`config.mk`:
```
export PLATFORM = sky130hd
export DESIGN_NAME = line_position_pd_steering
export DESIGN_NICKNAME = d
export VERILOG_FILES = /design/src/design/lps_pkg.sv /design/src/design/line_position_pd_steering.sv /design/src/design/lps_lane.sv /design/src/design/lps_merge.sv /design/src/design/lps_div.sv
export SDC_FILE = /design/constraint.sdc
export NUM_CORES = 2
export LEC_CHECK = 0
export BUFFER_PORTS_ARGS = -buffer_cell sky130_fd_sc_hd__buf_2
export CAP_MARGIN = 5
export CELL_PAD_IN_SITES_DETAIL_PLACEMENT = 0
export CELL_PAD_IN_SITES_GLOBAL_PLACEMENT = 1
export CORE_UTILIZATION = 40
export DETAILED_ROUTE_END_ITERATION = 8
export PLACE_DENSITY_LB_ADDON = 0.08
export SLEW_MARGIN = 5
export SYNTH_ARGS = -nofsm -noshare
export SYNTH_HDL_FRONTEND = slang
export SYNTH_SLANG_ARGS = --single-unit
```
`constraint.sdc`:
```
create_clock -name i_clk -period 5.2 [get_ports i_clk]
set_clock_uncertainty 0.15 [all_clocks]
set_input_delay 0 -clock i_clk [delete_from_list [all_inputs] [get_ports i_clk]]
set_output_delay 0 -clock i_clk [all_outputs]
set_load 0.02 [all_outputs]
```
`src/design/lps_pkg.sv`:
```
// ----------------------------------------------------------------------------
// lps_pkg
// Shared types and constants of the line position PD steering block.
// ----------------------------------------------------------------------------
package lps_pkg;

    localparam int NUM_LANES   = 6;
    localparam int READ_W      = 10;
    localparam int STATE_W     = 2;
    localparam int OFFSET_W    = 11;
    localparam int MOMENT_W    = 20;
    localparam int NUM_W       = 21;
    localparam int DEN_W       = 13;
    localparam int POS_W       = 11;
    localparam int DIFF_W      = 12;
    localparam int GAIN_W      = 8;
    localparam int LIMIT_W     = 10;
    localparam int DRIVE_W     = 21;
    localparam int CFG_IDX_W   = 2;
    localparam int CFG_DATA_W  = 10;
    localparam int DIV_STEPS   = NUM_W - 1;
    localparam int DIV_CNT_W   = $clog2(DIV_STEPS);
    localparam int IN_DATA_W   = 72;
    localparam int OUT_DATA_W  = 24;

    localparam logic signed [OFFSET_W-1:0] SENSOR_OFFSET [NUM_LANES] = '{
        -11'sd500, -11'sd270, -11'sd80, 11'sd80, 11'sd270, 11'sd500
    };

    localparam logic [STATE_W-1:0] ST_BLACK = 2'b01;

    localparam logic [GAIN_W-1:0]  RST_PROP_GAIN  = 8'd3;
    localparam logic [GAIN_W-1:0]  RST_DERIV_GAIN = 8'd5;
    localparam logic [LIMIT_W-1:0] RST_LOST_THR   = 10'd450;
    localparam logic [LIMIT_W-1:0] RST_FULL_TURN  = 10'd1000;

    localparam logic signed [DRIVE_W-1:0] DRIVE_MAX = 21'sd1048575;
    localparam logic signed [DRIVE_W-1:0] DRIVE_MIN = -21'sd1048576;

    typedef enum logic [CFG_IDX_W-1:0] {
        REG_PROP_GAIN  = 2'd0,
        REG_DERIV_GAIN = 2'd1,
        REG_LOST_THR   = 2'd2,
        REG_FULL_TURN  = 2'd3
    } t_cfg_reg;

    typedef struct packed {
        logic                       seen;
        logic                       black;
        logic [READ_W-1:0]          weight;
        logic signed [MOMENT_W-1:0] moment;
    } t_lane_res;

endpackage

```
`src/design/line_position_pd_steering.sv`:
```
// ----------------------------------------------------------------------------
// line_position_pd_steering
// PD steering from six reflectance sensors: weighted line position, lost-line
// full turn, finish stop on all black, and a saturated PD drive value.
//
//   Channel   Direction  Transaction
//   i_s_*     in         one sensor frame (readings and line states)
//   o_m_*     out        one steering result per frame
//   i_cfg_*   in         register write, no handshake
//
// A frame passes the merge, start, divide, position, multiply and sum states
// on its way to the result register; the 20-step restoring divider forms the weighted mean.
// One frame is in flight at a time; a new frame is accepted while the previous
// result still waits in the output register.
// A stalled output holds the finished frame in its last step until taken.
// Reset restores the register defaults and clears the previous position.
// ----------------------------------------------------------------------------
module line_position_pd_steering (
    input  logic                                 i_clk,
    input  logic                                 i_rst_n,
    input  logic                                 i_s_tvalid,
    output logic                                 o_s_tready,
    // reading_0..reading_5 (10 bits each), then state_0..state_5 (2 bits each)
    input  logic [lps_pkg::IN_DATA_W-1:0]        i_s_tdata,
    output logic                                 o_m_tvalid,
    input  logic                                 i_m_tready,
    // steer_drive (21 bits), finish_stop (1 bit), two zero bits
    output logic [lps_pkg::OUT_DATA_W-1:0]       o_m_tdata,
    input  logic                                 i_cfg_we,
    input  logic [lps_pkg::CFG_IDX_W-1:0]        i_cfg_index,
    input  logic [lps_pkg::CFG_DATA_W-1:0]       i_cfg_data
);
    import lps_pkg::*;

    typedef enum logic [2:0] {
        S_IDLE,
        S_MERGE,
        S_START,
        S_DIV,
        S_POS,
        S_MUL,
        S_SUM
    } t_state;

    t_state                     r_state;
    logic [GAIN_W-1:0]          r_prop;
    logic [GAIN_W-1:0]          r_deriv;
    logic [LIMIT_W-1:0]         r_lost_thr;
    logic [LIMIT_W-1:0]         r_full_turn;
    logic signed [POS_W-1:0]    r_prev;
    logic signed [POS_W-1:0]    r_pos;
    logic signed [DIFF_W-1:0]   r_diff;
    logic                       r_black;
    logic signed [19:0]         r_p_term;
    logic signed [DRIVE_W-1:0]  r_d_term;
    logic                       r_out_valid;
    logic signed [DRIVE_W-1:0]  r_drive;
    logic                       r_stop;

    logic                       w_accept;
    logic                       w_out_free;
    t_lane_res                  w_lane [NUM_LANES];
    logic signed [NUM_W-1:0]    w_num;
    logic [DEN_W-1:0]           w_den;
    logic                       w_all_black;
    logic                       w_any_seen;
    logic [DIV_STEPS-1:0]       w_num_mag;
    logic                       w_div_done;
    logic signed [POS_W-1:0]    w_quotient;
    logic signed [DIFF_W-1:0]   w_prev_x;
    logic signed [DIFF_W-1:0]   w_thr;
    logic signed [POS_W-1:0]    w_full;
    logic signed [POS_W-1:0]    n_pos;
    logic signed [DIFF_W-1:0]   n_diff;
    logic signed [DRIVE_W:0]    w_sum;
    logic signed [DRIVE_W-1:0]  n_drive;

    assign o_s_tready = (r_state == S_IDLE);
    assign w_accept   = i_s_tvalid && o_s_tready;
    assign w_out_free = !r_out_valid || i_m_tready;

    for (genvar g = 0; g < NUM_LANES; g++) begin : g_lane
        lps_lane u_lane (
            .i_clk     (i_clk),
            .i_en      (w_accept),
            .i_reading (i_s_tdata[g*READ_W +: READ_W]),
            .i_state   (i_s_tdata[NUM_LANES*READ_W + g*STATE_W +: STATE_W]),
            .i_offset  (SENSOR_OFFSET[g]),
            .o_res     (w_lane[g])
        );
    end

    lps_merge u_merge (
        .i_clk       (i_clk),
        .i_en        (r_state == S_MERGE),
        .i_lane      (w_lane),
        .o_num       (w_num),
        .o_den       (w_den),
        .o_all_black (w_all_black),
        .o_any_seen  (w_any_seen)
    );

    assign w_num_mag = w_num[NUM_W-1] ? DIV_STEPS'(-w_num) : DIV_STEPS'(w_num);

    lps_div u_div (
        .i_clk      (i_clk),
        .i_rst_n    (i_rst_n),
        .i_start    (r_state == S_START),
        .i_dividend (w_num_mag),
        .i_divisor  (w_den),
        .i_neg      (w_num[NUM_W-1]),
        .o_done     (w_div_done),
        .o_quotient (w_quotient)
    );

    always_comb begin
        w_prev_x = DIFF_W'(r_prev);
        w_thr    = $signed({2'b00, r_lost_thr});
        w_full   = $signed({1'b0, r_full_turn});
        n_pos    = '0;
        n_diff   = '0;
        if (w_all_black) begin
            n_pos = '0;
        end else if (w_any_seen) begin
            n_pos  = (w_den != '0) ? w_quotient : '0;
            n_diff = DIFF_W'(n_pos) - w_prev_x;
        end else if (w_prev_x < -w_thr) begin
            n_pos = -w_full;
        end else if (w_prev_x > w_thr) begin
            n_pos = w_full;
        end
        w_sum = (DRIVE_W+1)'(r_p_term) + (DRIVE_W+1)'(r_d_term);
        if (w_sum > (DRIVE_W+1)'(DRIVE_MAX)) begin
            n_drive = DRIVE_MAX;
        end else if (w_sum < (DRIVE_W+1)'(DRIVE_MIN)) begin
            n_drive = DRIVE_MIN;
        end else begin
            n_drive = w_sum[DRIVE_W-1:0];
        end
    end

    always_ff @(posedge i_clk) begin
        if (!i_rst_n) begin
            r_state     <= S_IDLE;
            r_prop      <= RST_PROP_GAIN;
            r_deriv     <= RST_DERIV_GAIN;
            r_lost_thr  <= RST_LOST_THR;
            r_full_turn <= RST_FULL_TURN;
            r_prev      <= '0;
            r_out_valid <= 1'b0;
        end else begin
            if (i_cfg_we) begin
                case (t_cfg_reg'(i_cfg_index))
                    REG_PROP_GAIN:  r_prop      <= i_cfg_data[GAIN_W-1:0];
                    REG_DERIV_GAIN: r_deriv     <= i_cfg_data[GAIN_W-1:0];
                    REG_LOST_THR:   r_lost_thr  <= i_cfg_data;
                    REG_FULL_TURN:  r_full_turn <= i_cfg_data;
                    default: ;
                endcase
            end
            if (r_out_valid && i_m_tready && r_state != S_SUM) begin
                r_out_valid <= 1'b0;
            end
            case (r_state)
                S_IDLE: begin
                    if (w_accept) begin
                        r_state <= S_MERGE;
                    end
                end
                S_MERGE: begin
                    r_state <= S_START;
                end
                S_START: begin
                    r_state <= S_DIV;
                end
                S_DIV: begin
                    if (w_div_done) begin
                        r_state <= S_POS;
                    end
                end
                S_POS: begin
                    r_pos   <= n_pos;
                    r_diff  <= n_diff;
                    r_black <= w_all_black;
                    r_prev  <= n_pos;
                    r_state <= S_MUL;
                end
                S_MUL: begin
                    r_p_term <= 20'($signed({1'b0, r_prop}) * r_pos);
                    r_d_term <= DRIVE_W'($signed({1'b0, r_deriv}) * r_diff);
                    r_state  <= S_SUM;
                end
                S_SUM: begin
                    if (w_out_free) begin
                        r_out_valid <= 1'b1;
                        r_drive     <= r_black ? '0 : n_drive;
                        r_stop      <= r_black;
                        r_state     <= S_IDLE;
                    end
                end
                default: begin
                    r_state <= S_IDLE;
                end
            endcase
        end
    end

    assign o_m_tvalid = r_out_valid;
    assign o_m_tdata  = {2'b00, r_stop, r_drive};

    a_stop_zero: assert property (@(posedge i_clk) disable iff (!i_rst_n)
        o_m_tvalid && o_m_tdata[DRIVE_W] |-> o_m_tdata[DRIVE_W-1:0] == '0)
        else $error("finish stop with nonzero drive");

    a_done_in_div: assert property (@(posedge i_clk) disable iff (!i_rst_n)
        w_div_done |-> r_state == S_DIV)
        else $error("divider finished outside the divide state");

    a_accept_next: assert property (@(posedge i_clk) disable iff (!i_rst_n)
        w_accept |=> r_state == S_MERGE)
        else $error("accepted frame did not advance to merge");

    a_black_clears: assert property (@(posedge i_clk) disable iff (!i_rst_n)
        r_state == S_POS && w_all_black |=> r_prev == '0)
        else $error("all-black frame did not clear previous position");

endmodule

```
`src/design/lps_lane.sv`:
```
// ----------------------------------------------------------------------------
// lps_lane
// One sensor lane: classifies the state and forms the weighted moment.
// ----------------------------------------------------------------------------
module lps_lane (
    input  logic                                  i_clk,
    input  logic                                  i_en,
    input  logic [lps_pkg::READ_W-1:0]            i_reading,
    input  logic [lps_pkg::STATE_W-1:0]           i_state,
    input  logic signed [lps_pkg::OFFSET_W-1:0]   i_offset,
    output lps_pkg::t_lane_res                    o_res
);
    import lps_pkg::*;

    t_lane_res r_res;
    t_lane_res n_res;

    always_comb begin
        n_res.seen   = ~i_state[STATE_W-1];
        n_res.black  = (i_state == ST_BLACK);
        n_res.weight = n_res.seen ? i_reading : '0;
        n_res.moment = n_res.seen
                       ? MOMENT_W'(i_offset * $signed({1'b0, i_reading}))
                       : '0;
    end

    always_ff @(posedge i_clk) begin
        if (i_en) begin
            r_res <= n_res;
        end
    end

    assign o_res = r_res;

endmodule

```
`src/design/lps_merge.sv`:
```
// ----------------------------------------------------------------------------
// lps_merge
// Combines the lane results into the moment sum, weight sum and line flags.
// ----------------------------------------------------------------------------
module lps_merge (
    input  logic                                i_clk,
    input  logic                                i_en,
    input  lps_pkg::t_lane_res                  i_lane [lps_pkg::NUM_LANES],
    output logic signed [lps_pkg::NUM_W-1:0]    o_num,
    output logic [lps_pkg::DEN_W-1:0]           o_den,
    output logic                                o_all_black,
    output logic                                o_any_seen
);
    import lps_pkg::*;

    logic signed [NUM_W-1:0] r_num;
    logic signed [NUM_W-1:0] n_num;
    logic [DEN_W-1:0]        r_den;
    logic [DEN_W-1:0]        n_den;
    logic                    r_all_black;
    logic                    n_all_black;
    logic                    r_any_seen;
    logic                    n_any_seen;

    always_comb begin
        n_num       = '0;
        n_den       = '0;
        n_all_black = 1'b1;
        n_any_seen  = 1'b0;
        for (int i = 0; i < NUM_LANES; i++) begin
            n_num       = n_num + NUM_W'(i_lane[i].moment);
            n_den       = n_den + DEN_W'(i_lane[i].weight);
            n_all_black = n_all_black & i_lane[i].black;
            n_any_seen  = n_any_seen | i_lane[i].seen;
        end
    end

    always_ff @(posedge i_clk) begin
        if (i_en) begin
            r_num       <= n_num;
            r_den       <= n_den;
            r_all_black <= n_all_black;
            r_any_seen  <= n_any_seen;
        end
    end

    assign o_num       = r_num;
    assign o_den       = r_den;
    assign o_all_black = r_all_black;
    assign o_any_seen  = r_any_seen;

endmodule

```
`src/design/lps_div.sv`:
```
// ----------------------------------------------------------------------------
// lps_div
// Restoring divider, one quotient bit per cycle, truncating toward zero.
// ----------------------------------------------------------------------------
module lps_div (
    input  logic                                i_clk,
    input  logic                                i_rst_n,
    input  logic                                i_start,
    input  logic [lps_pkg::DIV_STEPS-1:0]       i_dividend,
    input  logic [lps_pkg::DEN_W-1:0]           i_divisor,
    input  logic                                i_neg,
    output logic                                o_done,
    output logic signed [lps_pkg::POS_W-1:0]    o_quotient
);
    import lps_pkg::*;

    logic [DEN_W:0]         r_rem;
    logic [DIV_STEPS-1:0]   r_quo;
    logic [DEN_W-1:0]       r_den;
    logic                   r_neg;
    logic [DIV_CNT_W-1:0]   r_cnt;
    logic                   r_busy;
    logic                   r_done;
    logic [DEN_W:0]         n_shift;
    logic [DEN_W+1:0]       n_trial;

    always_comb begin
        n_shift = {r_rem[DEN_W-1:0], r_quo[DIV_STEPS-1]};
        n_trial = {1'b0, n_shift} - {2'b00, r_den};
    end

    always_ff @(posedge i_clk) begin
        if (!i_rst_n) begin
            r_busy <= 1'b0;
            r_done <= 1'b0;
            r_cnt  <= '0;
        end else begin
            r_done <= 1'b0;
            if (i_start) begin
                r_busy <= 1'b1;
                r_cnt  <= '0;
            end else if (r_busy) begin
                r_cnt <= r_cnt + 1'b1;
                if (r_cnt == DIV_CNT_W'(DIV_STEPS - 1)) begin
                    r_busy <= 1'b0;
                    r_done <= 1'b1;
                end
            end
        end
    end

    always_ff @(posedge i_clk) begin
        if (i_start) begin
            r_rem <= '0;
            r_quo <= i_dividend;
            r_den <= i_divisor;
            r_neg <= i_neg;
        end else if (r_busy) begin
            if (!n_trial[DEN_W+1]) begin
                r_rem <= n_trial[DEN_W:0];
                r_quo <= {r_quo[DIV_STEPS-2:0], 1'b1};
            end else begin
                r_rem <= n_shift;
                r_quo <= {r_quo[DIV_STEPS-2:0], 1'b0};
            end
        end
    end

    assign o_done     = r_done;
    assign o_quotient = r_neg ? -$signed(r_quo[POS_W-1:0]) : $signed(r_quo[POS_W-1:0]);

endmodule

```
==> results by stage <==
Outcome:
- The flow ran to the end, and the final reports show no timing, DRC or antenna violations.

Clock network:
- The deepest clock path buffer count is 3.
- TritonCTS built the clock tree.
- The total CTS buffers is 48.
- The clock drives 389 sinks.
- The register clock-pin slew on the reported worst setup and hold paths is 0.06 ns.
- The later pin in the worst-skew pair is clocked with a latency of 0.59 ns.
- The number of H-tree levels is 2.
- The tree is rooted in a clkbuf_16.

Cells and area:
- In the layout the commonest cells are inv_1 (535), ha_1 (418), fa_1 (332), edfxtp_1 (318), nand2_1 (223).
- The repair_antennas step left the layout with diodes totalling 0.
- The layout overhead on the synthesized area is 15.70%.
- The core utilization of the finished layout is 46.78%.
- The final-layout fill cell count is 8184.
- The leading cell type in the layout, fill and taps excluded is inv_1.
- The total area of multi-input combinational cells is 0.02131 mm^2.
- The sequential cells in the finished layout cover a total of 0.01098 mm^2.
- After the last flow step, the layout net total stands at 4438.
- The layout cell share with drive strength beyond 1 is 8.460%.

Critical path:
- The worst register-to-register path ends at r_p_term[18]$_DFFE_PP_.
- Counting buffers and inverters, the worst setup path is 17 cells deep.
- The signal on the critical path passes through nand2_1 > fa_1 > inv_1 > fa_1 > inv_1 > fa_1 > fa_1 > inv_1 > ha_1 > o21ai_0 > a21boi_1 > o21ai_2 > a211oi_2 > o31a_1 > a21o_1 > a21oi_1 > xnor2_1.
- The data arrival time of the critical path is 5.19 ns.
- The slack of the worst reg-to-reg path is 0.20 ns.
- The launch point of the critical path is r_pos[5]$_DFFE_PP_.
- The required time at the endpoint of the critical path is 5.38 ns.
- The termination of the worst setup path is r_p_term[18]$_DFFE_PP_.
- The critical path in this run is classified as reg -> reg.
- The standard cell with the maximum stage delay on the critical path is fa_1.
- The worst setup path is captured at a flop.
- The worst setup path is launched from a flop.
- The worst path buffer plus inverter count is 3.
- The maximum single-stage delay on the critical path is 0.54 ns.
- Along the worst path, the maximum fanout reaches 6.
- The kind of cell with the highest combined delay along the critical path is adder cells.
- The count of cells along the worst register-to-register path is 17.
- Among the stages of the critical path, the cell type that occurs most often is fa_1.
- The reg-to-reg startpoint is r_pos[5]$_DFFE_PP_.

Global route:
- The largest net degree at the start of global routing is 76.
- The initial antenna violation count is 0.
- The wire length of the first global-routing pass is 134700 um.
- Global routing consumed, on the met3 layer, 2.060% of the routing resources.
- The number of global-route vias before repair is 24.85k.
- The met1 demand-to-capacity share in global routing is 24.01%.
- Global routing used 19.80% of the available tracks across all layers.
- For this run the aggregate overflow at the end of global routing stands at 0.
- The most congested layer reported by global routing is met2.
- For met2 alone, demand over resource in global routing was 36.88%.

STA:
- Measured against its own limit, the worst slew margin works out to 15.31%.
- The hold violation total from the final report is 0.
- The tightest hold path in the finished design has a slack of 0.1942 ns.
- Setup violations remaining at the end of the flow were counted as 0.
- The top achievable clock speed is 0.1998 GHz.
- The minimum clock period after layout is 5.005 ns.
- The worst path uses 96.25% of the clock period.
- The max-slew violation total from the final report is 0.
- Setup repair after global routing could not meet its margin everywhere.
- For the pin with the worst max-slew slack, the measured transition is 1.259 ns.

Floorplanning:
- After floorplanning, the core was divided into 107 placement rows.
- The die width is 295.4 um.
- The starting density of the core is 40.43%.
- The floorplan step set the die height to 295.4 um.
- In this run the standard cell core region covers 0.08515 mm^2.
- The I/O pin total is 115.
- The total die area is 0.08724 mm^2.

Detailed routing:
- After detailed routing, the total wire length is 83730 um.
- The number of antenna-violating nets in the routed design is 0.
- Dividing the detail-routed via count by the number of cells gives 4.884.
- The total DRC errors in the routed layout is 0.
- After detailed routing, the average wire length per cell comes to 17.54 um.
- The first-iteration detailed-routing DRC count is 962.
- The count of TritonRoute iterations in the first routing pass is 5.
- Detailed routing inserted a total of 23.31k vias.

Synthesis:
- The mean instance size in the synthesized netlist is 10.46 um^2.
- Summing every instance area after synthesis gives 0.03443 mm^2.
- The dominant cell type by area after synthesis is edfxtp_1.
- Among all flip-flop cells after synthesis, the most frequent one is edfxtp_1.
- In the post-synthesis netlist, the biggest area contributors are edfxtp_1 (28%), fa_1 (19%), ha_1 (15%).
- In this run, synthesis produced a sequential element count of 389.
- The sequential cell area fraction in the yosys report is 31.87%.
- The share of the synthesized area in the top cell type is 27.74%.
- Counting flops with an async set or reset pin after synthesis yields a share of 0%.
- Yosys printed 0 warnings.
- The number of standard cells after synthesis is 3292.
- The count of flip-flops with a built-in enable after synthesis is 318.
- In this run, distinct cell masters in the synthesized netlist total 75.

Place:
- After legalization and detailed placement, the total HPWL measured 68190 um.
- During placement, the flow inserted port buffers numbering 112.
- The global placer's final weighted congestion is 0.8747.

Power and ir drop:
- The overall power of the completed layout is 17.11 mW.
- The static leakage power is 18.53 nW.
- Across the VDD grid, the largest voltage drop is 0.6294 mV.
- The ratio of total power to cell area is 429.5 mW/mm^2.

Min path:
- The worst hold path belongs to the class in -> reg.

Flow run:
- The count of maximum capacitance violations is 0.
stage by stage:
step	std cells	worst slack, ns	setup TNS [ns]	cell area (um^2)
final	4773	0.1951	0	39830
after global routing	4773	-0.04959	-0.07915	39830
after CTS	4759	0.008520	0	39590
after detailed placement	4522	-0.08682	-0.1180	36520
after global placement	4522	-0.03786	-0.03786	36520
after floorplan	3293	0.1159	0	34430
worst min path at each step:
stage | startpoint | to | slack (ns) | cells past startpoint
6_report | i_cfg_data[0] | r_deriv[0]$_SDFFE_PN1P_ | 0.19 | 4
3_5_place_dp | i_cfg_data[8] | r_lost_thr[8]$_SDFFE_PN1P_ | 0.12 | 3
2_1_floorplan | i_cfg_data[3] | r_full_turn[3]$_SDFFE_PN1P_ | -0.03 | 2
3_3_place_gp | i_cfg_data[8] | r_lost_thr[8]$_SDFFE_PN1P_ | 0.11 | 3
4_1_cts | i_cfg_data[0] | r_deriv[0]$_SDFFE_PN1P_ | 0.15 | 4
5_1_grt | i_cfg_data[0] | r_deriv[0]$_SDFFE_PN1P_ | 0.18 | 4
worst register-to-register path: stages (launching register included):
cell and delay, ns:
edfxtp_1 0.48, nand2_1 0.13, fa_1 0.55, inv_1 0.05, fa_1 0.50, inv_1 0.05
fa_1 0.47, fa_1 0.54, inv_1 0.04, ha_1 0.35, o21ai_0 0.14, a21boi_1 0.15
o21ai_2 0.23, a211oi_2 0.12, o31a_1 0.35, a21o_1 0.18, a21oi_1 0.17, xnor2_1 0.09
report_power, final:
group / total (mW) / switching [mW] / internal [mW]
combinational: 9.09 / 5.01 / 4.08
clock: 3.39 / 1.37 / 2.02
sequential: 4.63 / 0.343 / 4.28
total: 17.1 / 6.72 / 10.4
state kept, by name, summed over array words and instances (netlist names), 12 cells and up:
signal	count
u_div.r_den	13
r_diff	12
u_merge.o_den	13
r_drive	21
r_d_term	21
u_div.r_rem	13
u_merge.o_num	20
u_div.r_quo	20
g_lane.u_lane.o_res	162
r_p_term	20
logic make-up (layout without fill, tap and decap cells):
family / Yosys count / count (layout) / share of synthesized area (%)
XOR/XNOR: 188 / 188 / 4.783
other: 1 / 2 / 0.01089
buffers and inverters: 609 / 945 / 6.684
AO/OA/AOI/OAI: 476 / 476 / 8.952
adder cells (fa/ha/maj): 758 / 758 / 34.85
flip-flops: 389 / 389 / 31.87
multiplexers: 23 / 23 / 0.6760
AND/OR/NAND/NOR: 848 / 848 / 12.18
area by class of cell:
type	instances	area share, %
Clock inverter	22	0.5623
Clock buffer	66	3.396
Sequential cell	389	27.57
Multi-Input combinational cell	2295	53.50
Timing Repair Buffer	322	6.333
Tap cell	1144	3.594
Inverter	535	5.042
layer usage:
metal,vias up,wire (um)
met5,-,0
met4,0,2220
met3,94,2157
met2,307,43430
met1,11380,35920
li1,11530,-
synth_stat cells (64+ instances only):
master    count
dfxtp_1      71
a21o_1       66
fa_1        335
o21ai_0      94
and2_1      127
inv_1       535
clkbuf_1     64
nor2_1      203
xnor2_1     133
ha_1        423
nor2b_1      98
nand2_1     223
a21oi_1     138
edfxtp_1    318
repair_timing:
action	in CTS	in global routing
pin swaps	0	18
hold endpoints to repair	222	0
hold buffers	149	0
setup endpoints to repair	2	13
setup buffers	0	14
resized for setup	1	38
No activity file was read; power rests on OpenSTA's default activity.
